==> src/rtl/core/chd_pkg.sv <==
`timescale 1ns / 1ps
// ----------------------------------------------------------------------------
// chd_pkg
// Shared types, constants and helpers of the chained hash word dictionary.
// ----------------------------------------------------------------------------
package chd_pkg;

  localparam int BUCKETS      = 65536;
  localparam int BUCKET_W     = 16;
  localparam int ENTRIES      = 4096;
  localparam int ENTRY_W      = 12;
  localparam int LINK_W       = 13;
  localparam int MAX_WORD_LEN = 45;
  localparam int LEN_W        = 6;
  localparam int TOTAL_W      = 13;
  localparam int HASH_W       = 64;
  localparam int HASH_SHIFT   = 5;
  localparam logic [HASH_W-1:0] HASH_SEED = 64'd5381;

  // Operation codes carried in the input tuser.
  localparam logic [1:0] OP_INSERT = 2'd0;
  localparam logic [1:0] OP_LOOKUP = 2'd1;
  localparam logic [1:0] OP_CLEAR  = 2'd2;
  localparam logic [1:0] OP_SPARE  = 2'd3;

  // Kind of work handed from the front to the back.
  typedef enum logic [1:0] {
    CMD_CLEAR  = 2'd0,
    CMD_LONG   = 2'd1,
    CMD_INSERT = 2'd2,
    CMD_LOOKUP = 2'd3
  } cmd_kind_t;

  typedef struct packed {
    cmd_kind_t             kind;
    logic [BUCKET_W-1:0]   bucket;
    logic [LEN_W-1:0]      len;
    logic                  bank;
  } cmd_t;

  // ASCII upper case letters fold to lower case; every other byte passes.
  function automatic logic [7:0] lower_byte(input logic [7:0] c);
    logic [7:0] r;
    r = c;
    if (c >= 8'h41 && c <= 8'h5A) begin
      r = c + 8'd32;
    end
    return r;
  endfunction

endpackage

==> src/rtl/core/chd_queue.sv <==
`timescale 1ns / 1ps
// ----------------------------------------------------------------------------
// chd_queue
// Two-entry command queue between the front and the back. The head stays in
// place until the back has finished it.
// ----------------------------------------------------------------------------
module chd_queue (
  input  logic          clk,
  input  logic          rst,
  input  logic          push,
  input  chd_pkg::cmd_t push_cmd,
  input  logic          pop,
  output logic          full,
  output logic          head_valid,
  output chd_pkg::cmd_t head_cmd
);
  import chd_pkg::*;

  cmd_t       slot [2];
  logic       wr_ptr;
  logic       rd_ptr;
  logic [1:0] count;

  // Storage of queued commands.
  always_ff @(posedge clk) begin
    if (push) begin
      slot[wr_ptr] <= push_cmd;
    end
  end

  // Pointers and fill count.
  always_ff @(posedge clk) begin
    if (rst) begin
      wr_ptr <= 1'b0;
      rd_ptr <= 1'b0;
      count  <= 2'd0;
    end else begin
      if (push) begin
        wr_ptr <= ~wr_ptr;
      end
      if (pop) begin
        rd_ptr <= ~rd_ptr;
      end
      count <= count + 2'(push) - 2'(pop);
    end
  end

  assign full       = (count == 2'd2);
  assign head_valid = (count != 2'd0);
  assign head_cmd   = slot[rd_ptr];

endmodule

==> config.mk <==
export PLATFORM = sky130hd
export DESIGN_NAME = chd_queue
export DESIGN_NICKNAME = d
export VERILOG_FILES = /design/src/rtl/core/chd_pkg.sv /design/src/rtl/core/chd_queue.sv
export SDC_FILE = /design/constraint.sdc
export NUM_CORES = 1
export LEC_CHECK = 0
export BUFFER_PORTS_ARGS = -buffer_cell sky130_fd_sc_hd__buf_4
export CAP_MARGIN = 25
export CORE_ASPECT_RATIO = 1.5
export CORE_MARGIN = 1.5
export CORE_UTILIZATION = 40
export DETAILED_ROUTE_END_ITERATION = 12
export PLACE_DENSITY = 0.78
export RECOVER_POWER = 50
export SETUP_SLACK_MARGIN = 0.3
export SYNTH_ARGS = -nofsm -noshare
export SYNTH_HDL_FRONTEND = slang
export SYNTH_SLANG_ARGS = --single-unit
==> constraint.sdc <==
create_clock -name clk -period 1.86 [get_ports clk]
set_clock_uncertainty 0.1 [all_clocks]
set_input_delay 0.093 -clock clk [delete_from_list [all_inputs] [get_ports clk]]
set_output_delay 0.093 -clock clk [all_outputs]
set_load 0.05 [all_outputs]
==> metrics.md <==
| Metric | Value |
|---|---|
| Worst min-delay path class | `register to register` |
| Reg2reg path depth | `2` |
| CP required | `1770 ps` |
| First-pass GRT wire length | `5.71 mm` |
| Vias post-DR | `1139` |
| Hold path startpoint | `rd_ptr` |
| Leading post-synthesis cells by cell area | `edfxtp_1 71%, mux2_4 14%, dfxtp_1 4.7%` |
| Die extent in x | `62.6 um` |
| Final Hold Vio Count | `0` |
| Met2 Resource Use GR | `26.7%` |
| Cell-by-cell trace of the critical path | `dlygate4sd3_1 -> clkbuf_1 -> and2_0 -> buf_12` |
| Busiest grt layer | `met2` |
| Max-Cap Viols | `0` |
| Vias in the first global route | `1227` |
| NumNets Final | `224` |
| GRT overflow | `0` |
| P&R area growth vs syn | `42.4%` |
| Worst-path maximum fanout | `19` |
| Post-detailed-route wirelength per cell | `13.9 um` |
| Met3 usage | `3.16%` |
| Hold path endpoint | `rd_ptr` |
| Die Height | `92.3 um` |
| CTS buffer count | `5` |
| Post-route ant nets | `0` |
| R2R Setup Slk | `420 ps` |
| Adder-cell share of the synthesized area | `1.18%` |
| Total GRT Usage | `13.6%` |
| Initial antenna violation count | `0` |
| Final min period | `1650 ps` |
| Synth Cell Area | `2130 sq um` |
| Post-CTS Setup Bufs | `0` |
| RSZ-0062 raised after global routing | `yes` |
| Sum Neg Setup Slack | `0 ps` |
| Hold depth | `2` |
| Warnings, synthesis | `0` |
| Fin crit share | `88.8%` |
| Final Util | `59.2%` |
| Clk sinks | `55` |
| I/O pins | `56` |
| Worst-margin pin slew | `593 ps` |
| Worst path slowest cell | `dlygate4sd3_1` |
| Synth Area in XOR/XNOR | `1.88%` |
| Root Buffer Master | `clkbuf_8` |
| Power Density | `940 nW/um^2` |
| Synth Area in Compound Gates | `0%` |
| Pwr Total | `2.85 mW` |
| Fin. max-slew vios | `0` |
| Largest net degree at the start of global routing | `20` |
| Outcome | `finished, final reports clean` |
| Area leader, netlist | `edfxtp_1` |
| Syn_nets | `130` |
| Maximum vdd drop | `618 uV` |
| Leak pwr | `1.19 nW` |
| Largest family of logic cells by synthesized area | `multiplexers` |
| Layout cells sized above 1 | `44.3%` |
| Multiplexer area fraction after synthesis | `16.8%` |
| DRC Markers | `0` |
| Initial drt markers | `12` |
| # diodes | `0` |
| Mapped Cells | `99` |
| Maximum buffer depth of the clock tree | `2` |
| Reg clk slew, reported paths | `80 ps` |
| Gpl congestion | `0.713` |
| IO Port Bufs | `55` |
| Arrival time worst endpoint | `1560 ps` |
| Die Footprint | `5780 sq um` |
| Cell Rows | `32` |
| 1st-pass router iterations | `3` |
| Simple-gate area share of the yosys netlist | `2.18%` |
| #FFs+latches synth | `55` |
| Max frequency | `605 MHz` |
| Worst Setup End Kind | `register` |
| Nature of the critical path startpoint | `primary input` |
| Core area | `5120 sq um` |
| CP peak stage delay | `520 ps` |
| Vias per inst | `4.35` |
| Netlist cell types | `14` |
| Synthesized area per cell | `21.5 sq um` |
| H-tree depth | `2` |
| Skew-Pair Late Insertion Delay | `290 ps` |
| Initial Utilization | `41.5%` |
| Setup violators final | `0` |
| Grt met1 use | `12.1%` |
| Kind of critical path | `primary input to register` |
| Worst R2R Start | `wr_ptr` |
| Final WL | `3.63 mm` |
| Hold_ws | `431 ps` |
| Slew margin rel. | `60.6%` |
| Seq/Total Area, Yosys | `75.2%` |
| Top-area cell type share of the netlist area | `70.5%` |
| CTS tree | `yes` |
| Worst r2r dst | `slot[1][20]` |
## worst max-delay path, delay by kind of cell
kind / cells / cell delay (ps)
buffers and inverters: 3 / 980
and+or+nand+nor: 1 / 480
## power breakdown
| group | internal (mW) | leakage, nW | switching [mW] |
|---|---|---|---|
| combinational | 0.308 | 0.624 | 0.411 |
| clock | 0.339 | 0.0515 | 0.323 |
| sequential | 1.44 | 0.512 | 0.0302 |
## what timing repair did
item,CTS,global route
endpoints found under the setup margin,25,18
hold buffers,29,0
gates cloned,1,0
hold endpoints to repair,55,0
resized for setup,8,5
## layer usage
metal / part of all wire, % / up-vias / routed length (um)
li1: - / 562 / -
met1: 34 / 539 / 1250
met2: 60 / 31 / 2160
met3: 3.7 / 7 / 136
met4: 2.3 / 0 / 82
met5: 0 / - / 0
## metrics by stage
| stage | setup WS, ps | cells | area [sq um] |
|---|---|---|---|
| after global routing | 142 | 262 | 3030 |
| after floorplan | 356 | 99 | 2130 |
| after global placement | 553 | 224 | 2630 |
| final | 208 | 262 | 3030 |
| after CTS | 299 | 262 | 3050 |
| after detailed placement | 520 | 224 | 2630 |
## worst max path at each step
stage                        start            to  slack (ps)  depth (start not counted)
after floorplan             wr_ptr    slot[0][0]         360                          1
after global placement      wr_ptr    slot[1][0]         550                          2
after detailed placement    wr_ptr    slot[1][2]         520                          2
after CTS                 register  head_cmd[11]         300                          3
after global routing          push   slot[1][20]         140                          4
final                         push   slot[1][20]         210                          4
## cells by family (layout without fill, tap and decap cells)
logic type,Yosys count,after routing
mux,25,25
simple gates,9,9
fa+ha+maj,2,2
flops,55,55
xor+xnor,3,3
buf+inv,5,100
## state kept, by name, summed over array words and instances (netlist names), named ones only
| register | count |
|---|---|
| count | 2 |
| rd_ptr | 1 |
| slot | 50 |
| wr_ptr | 1 |
## area by class of cell
cell class                 instances  area, sq um
inverter                           2         7.51
multi-input combinational         39          468
fill                             412         2090
sequential                        55         1610
timing repair buffer              90          766
clock buffer                       8          100
tap                               68         85.1
## synthesized netlist by cell type
library cell	n
buf_6	1
xnor3_1	1
nor2b_1	3
nor2_1	4
mux2_4	20
edfxtp_1	50
mux2_2	5
and2_1	1
or2_2	1
xnor2_1	2
inv_1	2
buf_12	2
dfxtp_1	5
ha_1	2
## layout by cell type (no fill, tap or decap), types with 3 or more instances in the layout
master | Yosys | final
buf_4 | 0 | 22
buf_6 | 1 | 7
clkbuf_1 | 0 | 10
clkbuf_4 | 0 | 21
clkbuf_8 | 0 | 7
dfxtp_1 | 5 | 4
dlygate4sd3_1 | 0 | 29
edfxtp_1 | 50 | 50
mux2_2 | 5 | 5
mux2_4 | 20 | 20
nor2_1 | 4 | 4
nor2b_1 | 3 | 3
Note: power is estimated with default switching activity, not from simulation.
