===== config.mk =====
export PLATFORM = sky130hd
export DESIGN_NAME = chd_front
export DESIGN_NICKNAME = d
export VERILOG_FILES = /design/src/rtl/core/chd_pkg.sv /design/src/rtl/core/chd_front.sv
export SDC_FILE = /design/constraint.sdc
export NUM_CORES = 1
export LEC_CHECK = 0
export BUFFER_PORTS_ARGS = -buffer_cell sky130_fd_sc_hd__buf_4
export CAP_MARGIN = 10
export CORE_MARGIN = 2
export CORE_UTILIZATION = 50
export DETAILED_ROUTE_END_ITERATION = 6
export PLACE_DENSITY = 0.66
export SYNTH_ARGS = -nofsm -noshare
export SYNTH_HDL_FRONTEND = slang
export SYNTH_SLANG_ARGS = --single-unit

===== constraint.sdc =====
create_clock -name clk -period 4.4 [get_ports clk]
set_input_delay 0.66 -clock clk [delete_from_list [all_inputs] [get_ports clk]]
set_output_delay 0.66 -clock clk [all_outputs]
set_load 0.05 [all_outputs]

===== src/rtl/core/chd_pkg.sv =====
`timescale 1ns / 1ps
// ----------------------------------------------------------------------------
// chd_pkg
// Shared types, constants and helpers of the chained hash word dictionary.
// ----------------------------------------------------------------------------
package chd_pkg;

  localparam int BUCKETS      = 65536;
  localparam int BUCKET_W     = 16;
  localparam int ENTRIES      = 4096;
  localparam int ENTRY_W      = 12;
  localparam int LINK_W       = 13;
  localparam int MAX_WORD_LEN = 45;
  localparam int LEN_W        = 6;
  localparam int TOTAL_W      = 13;
  localparam int HASH_W       = 64;
  localparam int HASH_SHIFT   = 5;
  localparam logic [HASH_W-1:0] HASH_SEED = 64'd5381;

  // Operation codes carried in the input tuser.
  localparam logic [1:0] OP_INSERT = 2'd0;
  localparam logic [1:0] OP_LOOKUP = 2'd1;
  localparam logic [1:0] OP_CLEAR  = 2'd2;
  localparam logic [1:0] OP_SPARE  = 2'd3;

  // Kind of work handed from the front to the back.
  typedef enum logic [1:0] {
    CMD_CLEAR  = 2'd0,
    CMD_LONG   = 2'd1,
    CMD_INSERT = 2'd2,
    CMD_LOOKUP = 2'd3
  } cmd_kind_t;

  typedef struct packed {
    cmd_kind_t             kind;
    logic [BUCKET_W-1:0]   bucket;
    logic [LEN_W-1:0]      len;
    logic                  bank;
  } cmd_t;

  // ASCII upper case letters fold to lower case; every other byte passes.
  function automatic logic [7:0] lower_byte(input logic [7:0] c);
    logic [7:0] r;
    r = c;
    if (c >= 8'h41 && c <= 8'h5A) begin
      r = c + 8'd32;
    end
    return r;
  endfunction

endpackage


===== src/rtl/core/chd_front.sv =====
`timescale 1ns / 1ps
// ----------------------------------------------------------------------------
// chd_front
// Accepts characters, folds them into the hash, collects the word in one of
// two buffer banks and queues a command at the end of each word or on clear.
// ----------------------------------------------------------------------------
module chd_front (
  input  logic                      clk,
  input  logic                      rst,
  input  logic                      s_tvalid,
  output logic                      s_tready,
  input  logic [7:0]                s_tdata,   // char_in
  input  logic [1:0]                s_tuser,   // op
  input  logic                      s_tlast,   // last
  input  logic                      q_full,
  output logic                      push,
  output chd_pkg::cmd_t             push_cmd,
  input  logic [chd_pkg::LEN_W:0]   buf_raddr,
  output logic [7:0]                buf_rdata
);
  import chd_pkg::*;

  logic [HASH_W-1:0] hash;
  logic [LEN_W-1:0]  len;
  logic              ovf;
  logic              bank;
  logic [7:0]        wbuf [2**(LEN_W+1)];

  logic              accept;
  logic              is_clear;
  logic              has_room;
  logic [HASH_W-1:0] hash_next;
  logic [LEN_W-1:0]  len_next;
  logic              ovf_next;

  assign s_tready = !q_full;
  assign accept   = s_tvalid && s_tready;
  assign is_clear = (s_tuser == OP_CLEAR) || (s_tuser == OP_SPARE);

  // Hash step and length tracking for one character.
  always_comb begin
    hash_next = (hash << HASH_SHIFT) + hash + {{(HASH_W-8){1'b0}}, lower_byte(s_tdata)};
    has_room  = (len < LEN_W'(MAX_WORD_LEN));
    len_next  = has_room ? len + 1'b1 : len;
    ovf_next  = ovf || !has_room;
  end

  // Command toward the back.
  always_comb begin
    push            = accept && (is_clear || s_tlast);
    push_cmd.bucket = hash_next[BUCKET_W-1:0];
    push_cmd.len    = len_next;
    push_cmd.bank   = bank;
    if (is_clear) begin
      push_cmd.kind = CMD_CLEAR;
    end else if (ovf_next) begin
      push_cmd.kind = CMD_LONG;
    end else if (s_tuser == OP_INSERT) begin
      push_cmd.kind = CMD_INSERT;
    end else begin
      push_cmd.kind = CMD_LOOKUP;
    end
  end

  // Word state: restarts after each word and on clear.
  always_ff @(posedge clk) begin
    if (rst) begin
      hash <= HASH_SEED;
      len  <= '0;
      ovf  <= 1'b0;
      bank <= 1'b0;
    end else if (accept) begin
      if (is_clear || s_tlast) begin
        hash <= HASH_SEED;
        len  <= '0;
        ovf  <= 1'b0;
        if (!is_clear) begin
          bank <= ~bank;
        end
      end else begin
        hash <= hash_next;
        len  <= len_next;
        ovf  <= ovf_next;
      end
    end
  end

  // Word buffer, written here and read by the back.
  always_ff @(posedge clk) begin
    if (accept && !is_clear && has_room) begin
      wbuf[{bank, len}] <= s_tdata;
    end
    buf_rdata <= wbuf[buf_raddr];
  end

endmodule


==> results of run 1 <==
==> critical path: stages <==
cell and delay, ns:
buf_16 0.13, or4_4 0.47, o211ai_1 0.17, a31oi_1 0.07, a21boi_1 0.20, fa_1 0.48
ha_4 0.32, inv_2 0.04, o221a_4 0.26, o211a_4 0.25, a211o_1 0.29, o211ai_1 0.10
buf_4 0.17, xnor2_4 0.11, buf_6 0.17
==> worst max path at each step <==
stage	cells past startpoint	end	slack [ns]
floorplan	12	push_cmd[22]	-0.17
global placement	14	push_cmd[22]	-0.47
detailed placement	14	push_cmd[22]	-0.46
CTS	15	push_cmd[22]	-0.21
global route	15	push_cmd[22]	-0.34
finish	15	push_cmd[22]	-0.19
==> through the flow <==
stage / power [uW] / cell area (um^2) / setup slack (ns) / std cells / utilization
after floorplan: 12380 / 42380 / -0.1655 / 2183 / -
after global placement: 12950 / 44960 / -0.4695 / 3358 / 0.5484
after detailed placement: 12990 / 44960 / -0.4605 / 3358 / 0.5484
after CTS: 21650 / 48510 / -0.2067 / 3555 / 0.5917
after global routing: 22160 / 48620 / -0.3389 / 3557 / 0.5931
final: 21510 / 48630 / -0.1881 / 3559 / 0.5932
==> logic make-up (layout without fill, tap and decap cells) <==
group,after synthesis,after routing,share of synthesized area
AND/OR/NAND/NOR,214,214,0.02156
AO/OA/AOI/OAI,159,159,0.02785
multiplexers,329,329,0.1643
buffers and inverters,117,421,0.01288
other,1,258,0.00009063
XOR/XNOR,19,19,0.004022
adder cells (fa/ha/maj),33,33,0.01070
flip-flops,1056,1056,0.7586
==> state kept, by name (all words and copies together), names as in the netlist <==
register,count
wbuf,1024
hash,16
buf_rdata,8
len,6
bank,1
ovf,1
==> placed cells by master (no fill, tap or decap), drive strengths merged, types with 38 or more instances in the layout <==
cell,Yosys,routed
nand2,44,44
nor2,130,130
mux4,280,280
o21ai,38,38
clkinv,0,44
mux2i,48,48
edfxtp,1024,1024
conb,1,256
buf,58,214
clkbuf,46,132
==> repair_timing <==
item                       CTS  global route
pin swaps                   22            21
cloned                       0             0
setup endpoints to repair    8             8
gates resized for setup     35            18
buffers inserted             4             2
==> area by class of cell <==
type / instances / area [um^2] / share of cell area
Sequential cell: 1056 / 31390 / 0.6455
Multi-Input combinational cell: 1010 / 10680 / 0.2196
Clock buffer: 132 / 2771 / 0.05699
Timing Repair Buffer: 214 / 1812 / 0.03726
Tap cell: 1070 / 1339 / 0.02753
Clock inverter: 62 / 583.1 / 0.01199
Inverter: 13 / 48.80 / 0.001004
Antenna cell: 2 / 5.005 / 0.0001029
==> metal layers <==
layer	part of all wire	global-route usage	vias to the layer above	routed length (um)
met3	0.075	0.04993	158	6873
met1	0.40	0.2928	10750	36660
met4	0.027	0.07116	0	2445
met5	0	0	-	0
li1	-	-	8767	-
met2	0.50	0.3604	750	45820
==> power breakdown <==
part           switching (uW)  total (uW)  internal (uW)
logic                     916        1520            603
registers                63.3       11300          11300
clock network            3680        8670           4990
total                    4660       21500          16900
==> results.json, run 1 <==
{
  "drive_above_1_share": 0.2734,
  "ioPinCount": 57,
  "placementRows": 105,
  "wl_per_cell_um": 25.79,
  "worst_pin_slew_ns": 1.093,
  "drtAntennaViolNets": 0,
  "cts_hold_buffers": 0,
  "postSynthCellCount": 1928,
  "setup_viol": 5,
  "synth_top_area_frac": 0.7431,
  "worstHoldStart": "rst",
  "status": "complete, but fails checks",
  "period_share": 1.043,
  "clockRootBuffer": "clkbuf_16",
  "crit_required_ns": 3.74,
  "grt_max_degree": 100,
  "drtIter0Drc": 2086,
  "cts_buffers": 104,
  "path_class": "in2out",
  "ys_warn_count": 0,
  "die_h_um": 291.7,
  "hpwl_mm": 57.13,
  "clk_latency_ns": 0.66,
  "peakVddDrop_mv": 0.3625,
  "reg2reg_from": "len[1]",
  "start_kind": "input pin",
  "setup_tns_ns": -0.2977,
  "synth_area_leaders": "edfxtp_1 74%, mux4_2 15%, dfxtp_1 1.5%",
  "grt_usage": 0.2190,
  "vias_per_cell": 5.738,
  "async_flop_share": 0,
  "core_area_mm2": 0.08198,
  "skew_ns": 0.03529,
  "clk_path_buf_depth": 3,
  "setup_slack_ns": -0.1881,
  "violations": "setup timing",
  "cts_sinks": 1056,
  "max_freq_mhz": 218.0,
  "fillers": 5952,
  "setup.reg_to_reg.worst_slack_ns": 0.93,
  "drc": 0,
  "yosysTopAreaCell": "edfxtp_1",
  "yosysSeqAreaShare": 0.7586,
  "die_w_um": 291.7,
  "grt_overflow": 0,
  "via_count": 20420,
  "syn-cell-area_mm2": 0.04138,
  "cp.arrival_ns": 3.93,
  "gp_congestion": 0.8266,
  "drt-pass1-iter-count": 7,
  "crit_start": "s_tdata[2]",
  "critPathCaptureType": "primary output",
  "clk_pin_slew_ns": 0.06,
  "syn_to_final_growth_pct": 17.52,
  "rsz0062_at_grt": "true",
  "r2r_end": "wbuf[78][4]",
  "hold_viol_final": 0,
  "initial_core_util": 0.5047,
  "grt_pass1_wl_mm": 135.9,
  "ys.flop_type": "edfxtp_1",
  "reg2reg_depth": 10,
  "p_leak_uw": 0.01637,
  "die_area_mm2": 0.08507,
  "synth_edf_count": 1024,
  "period_needed_ns": 4.588,
  "path_max_fanout": 3,
  "antenna_found_initial": 3,
  "h-tree-depth": 3,
  "yosysMostFrequentCell": "edfxtp_1",
  "drv_slew": 0,
  "synth.distinct_cells": 49,
  "power_density_mw_per_mm2": 442.4,
  "nNetsFinal": 2454,
  "synth.avg_cell_area_um2": 21.46,
  "hold_path_class": "in2reg",
  "worst_hold_slack_ns": 0.3478,
  "totalWireLength_mm": 91.80,
  "port_buffers": 56,
  "hold_end": "hash[9]",
  "drv_cap": 0,
  "hold_path_depth": 2,
  "ys_ff_latch": 1056,
  "grt_pass1_vias": 21010,
  "synth_common_cells": "1,024 x edfxtp_1, 280 x mux4_2, 130 x nor2_1",
  "cts_tree": "built",
  "max_slew_margin": 0.2713
}
No activity file was read; power rests on OpenSTA's default activity.
==> run 2, diff against run 1 <==
SETUP_SLACK_MARGIN = 0.02   (was unset)
==> results.json, run 2 (synthesis results as in run 1) <==
{
  "power_frac_comb": 0.068,
  "worst_hold_slack_ns": 0.2970,
  "drtAntennaViolNets": 0,
  "largest_reg_flops": 1024,
  "hold_path_class": "in2reg",
  "p_int_uw": 17270,
  "drv_cap": 0,
  "crit_start": "s_tdata[1]",
  "setup_viol": 1,
  "mostFrequentLayoutCells": "1,024 x edfxtp_1, 280 x mux4_2, 256 x conb_1, 175 x buf_4, 129 x nor2_1",
  "totalWireLength_mm": 90.70,
  "grt_pass1_wl_mm": 134.6,
  "gp_congestion": 0.8456,
  "p_switching_uw": 4606,
  "setup.reg_to_reg.worst_slack_ns": 1.11,
  "port_buffers": 56,
  "path_class": "in2out",
  "hold_end": "buf_rdata[3]",
  "drv_slew": 0,
  "cts_buffers": 103,
  "pre_cts_slack_ns": -0.4484,
  "clockRootBuffer": "clkbuf_16",
  "r2r_end": "wbuf[73][1]",
  "start_kind": "input pin",
  "die_h_um": 291.7,
  "critPathCaptureType": "primary output",
  "regMostFlops": "wbuf",
  "die_area_mm2": 0.08507,
  "drt-pass1-iter-count": 5,
  "drive_above_1_share": 0.2679,
  "setup_tns_ns": -0.1704,
  "path_max_fanout": 3,
  "worst_pin_slew_ns": 1.051,
  "core_area_mm2": 0.08198,
  "grt_max_degree": 97,
  "rsz0062_at_grt": "true",
  "max_freq_mhz": 218.8,
  "cts_tree": "built",
  "wl_per_cell_um": 25.66,
  "clk_path_buf_depth": 3,
  "worstHoldStart": "buf_raddr[3]",
  "clk_latency_ns": 0.67,
  "cp.arrival_ns": 3.91,
  "period_share": 1.039,
  "vias_per_cell": 5.752,
  "placementRows": 105,
  "hpwl_mm": 55.82,
  "hold_viol_final": 0,
  "reg2reg_depth": 8,
  "drtIter0Drc": 1887,
  "final_common_cell": "edfxtp_1",
  "peakVddDrop_mv": 0.3953,
  "reg2reg_from": "len[1]",
  "power_uw": 21880,
  "period_needed_ns": 4.570,
  "swShare": 0.2105,
  "ioPinCount": 57,
  "grt_usage": 0.2162,
  "die_w_um": 291.7,
  "drc": 0,
  "skew_ns": 0.03264,
  "fin_area_mm2": 0.04856,
  "p_clk_frac": 0.414,
  "violations": "setup timing",
  "max_slew_margin": 0.2977,
  "placed_area_mm2": 0.04484,
  "syn_to_final_growth_pct": 17.36,
  "cts_sinks": 1056,
  "via_count": 20330,
  "seqPwrFrac": 0.518,
  "power_density_mw_per_mm2": 450.6,
  "antenna_found_initial": 1,
  "p_leak_uw": 0.01634,
  "status": "complete, but fails checks",
  "nNetsFinal": 2436,
  "grt_pass1_vias": 21050,
  "setup_slack_ns": -0.1704,
  "crit_required_ns": 3.74,
  "h-tree-depth": 3,
  "clk_pin_slew_ns": 0.06,
  "initial_core_util": 0.5047,
  "hold_path_depth": 2,
  "reg_top3": "wbuf (1024), hash (16), buf_rdata (8)",
  "grt_overflow": 0
}
run 2: cell types whose count changed in the layout (fill, tap and decap cells not counted), sizes merged:
| cell | previous run | this run |
|---|---|---|
| clkinv | 44 | 29 |
| diode | 2 | 1 |
| clkinvlp | 7 | 5 |
| bufinv | 9 | 15 |
| buf | 214 | 197 |
| clkbuf | 132 | 137 |
run 2: how the worst max path moves through the flow:
stage                   end  slack, ns  depth (start not counted)
2_1_floorplan  push_cmd[22]      -0.17                         12
3_3_place_gp   push_cmd[22]      -0.43                         14
3_5_place_dp   push_cmd[22]      -0.45                         14
4_1_cts        push_cmd[22]      -0.20                         14
5_1_grt        push_cmd[22]      -0.30                         15
6_report       push_cmd[22]      -0.17                         15
run 2: metal layers:
| layer | GRT usage | up-vias | share of wire |
|---|---|---|---|
| met5 | 0 | - | 0.00014 |
| met4 | 0.07481 | 2 | 0.029 |
| met3 | 0.03897 | 145 | 0.063 |
| met2 | 0.3557 | 707 | 0.50 |
| met1 | 0.2942 | 10760 | 0.41 |
| li1 | - | 8722 | - |
run 2: through the flow:
| step | instances | utilization |
|---|---|---|
| 2_1_floorplan | 2183 | - |
| 3_3_place_gp | 3340 | 0.5469 |
| 3_5_place_dp | 3340 | 0.5469 |
| 4_1_cts | 3530 | 0.5912 |
| 5_1_grt | 3534 | 0.5923 |
| 6_report | 3535 | 0.5924 |
run 2: worst max-delay path, stage by stage:
cell and delay [ns]:
buf_6 0.09, or4_4 0.51, o211ai_1 0.20, a31oi_2 0.08, a21boi_2 0.19, fa_1 0.47, ha_4 0.31, inv_1 0.06
o221a_4 0.27, o211a_4 0.25, a211o_1 0.27, o211ai_1 0.09, buf_4 0.17, xnor2_4 0.12, buf_6 0.17
run 2: final cells by class:
| class | count | area [um^2] |
|---|---|---|
| flip-flops and latches | 1056 | 31390 |
| multi-input cells | 1010 | 10610 |
| diodes | 1 | 2.502 |
| clock buffers | 137 | 2859 |
| clock inverters | 51 | 641.9 |
| well taps | 1070 | 1339 |
| fillers | 5952 | 33420 |
| repair buffers | 197 | 1674 |
| inverters | 13 | 48.80 |
run 2: timing repair:
action,in CTS,in global routing
setup buffers,3,4
pin swaps,14,11
setup endpoints to repair,7,8
gates cloned,0,0
hold buffers,0,0
resized for setup,22,14
run 2: power by group through the flow:
stage               sequential, uW  combinational, uW  clock, uW
floorplan                    11500                828          0
global placement             11500               1430          0
detailed placement           11500               1450          0
CTS                          11300               1470       9220
global route                 11300               1580       9600
finish                       11300               1490       9070
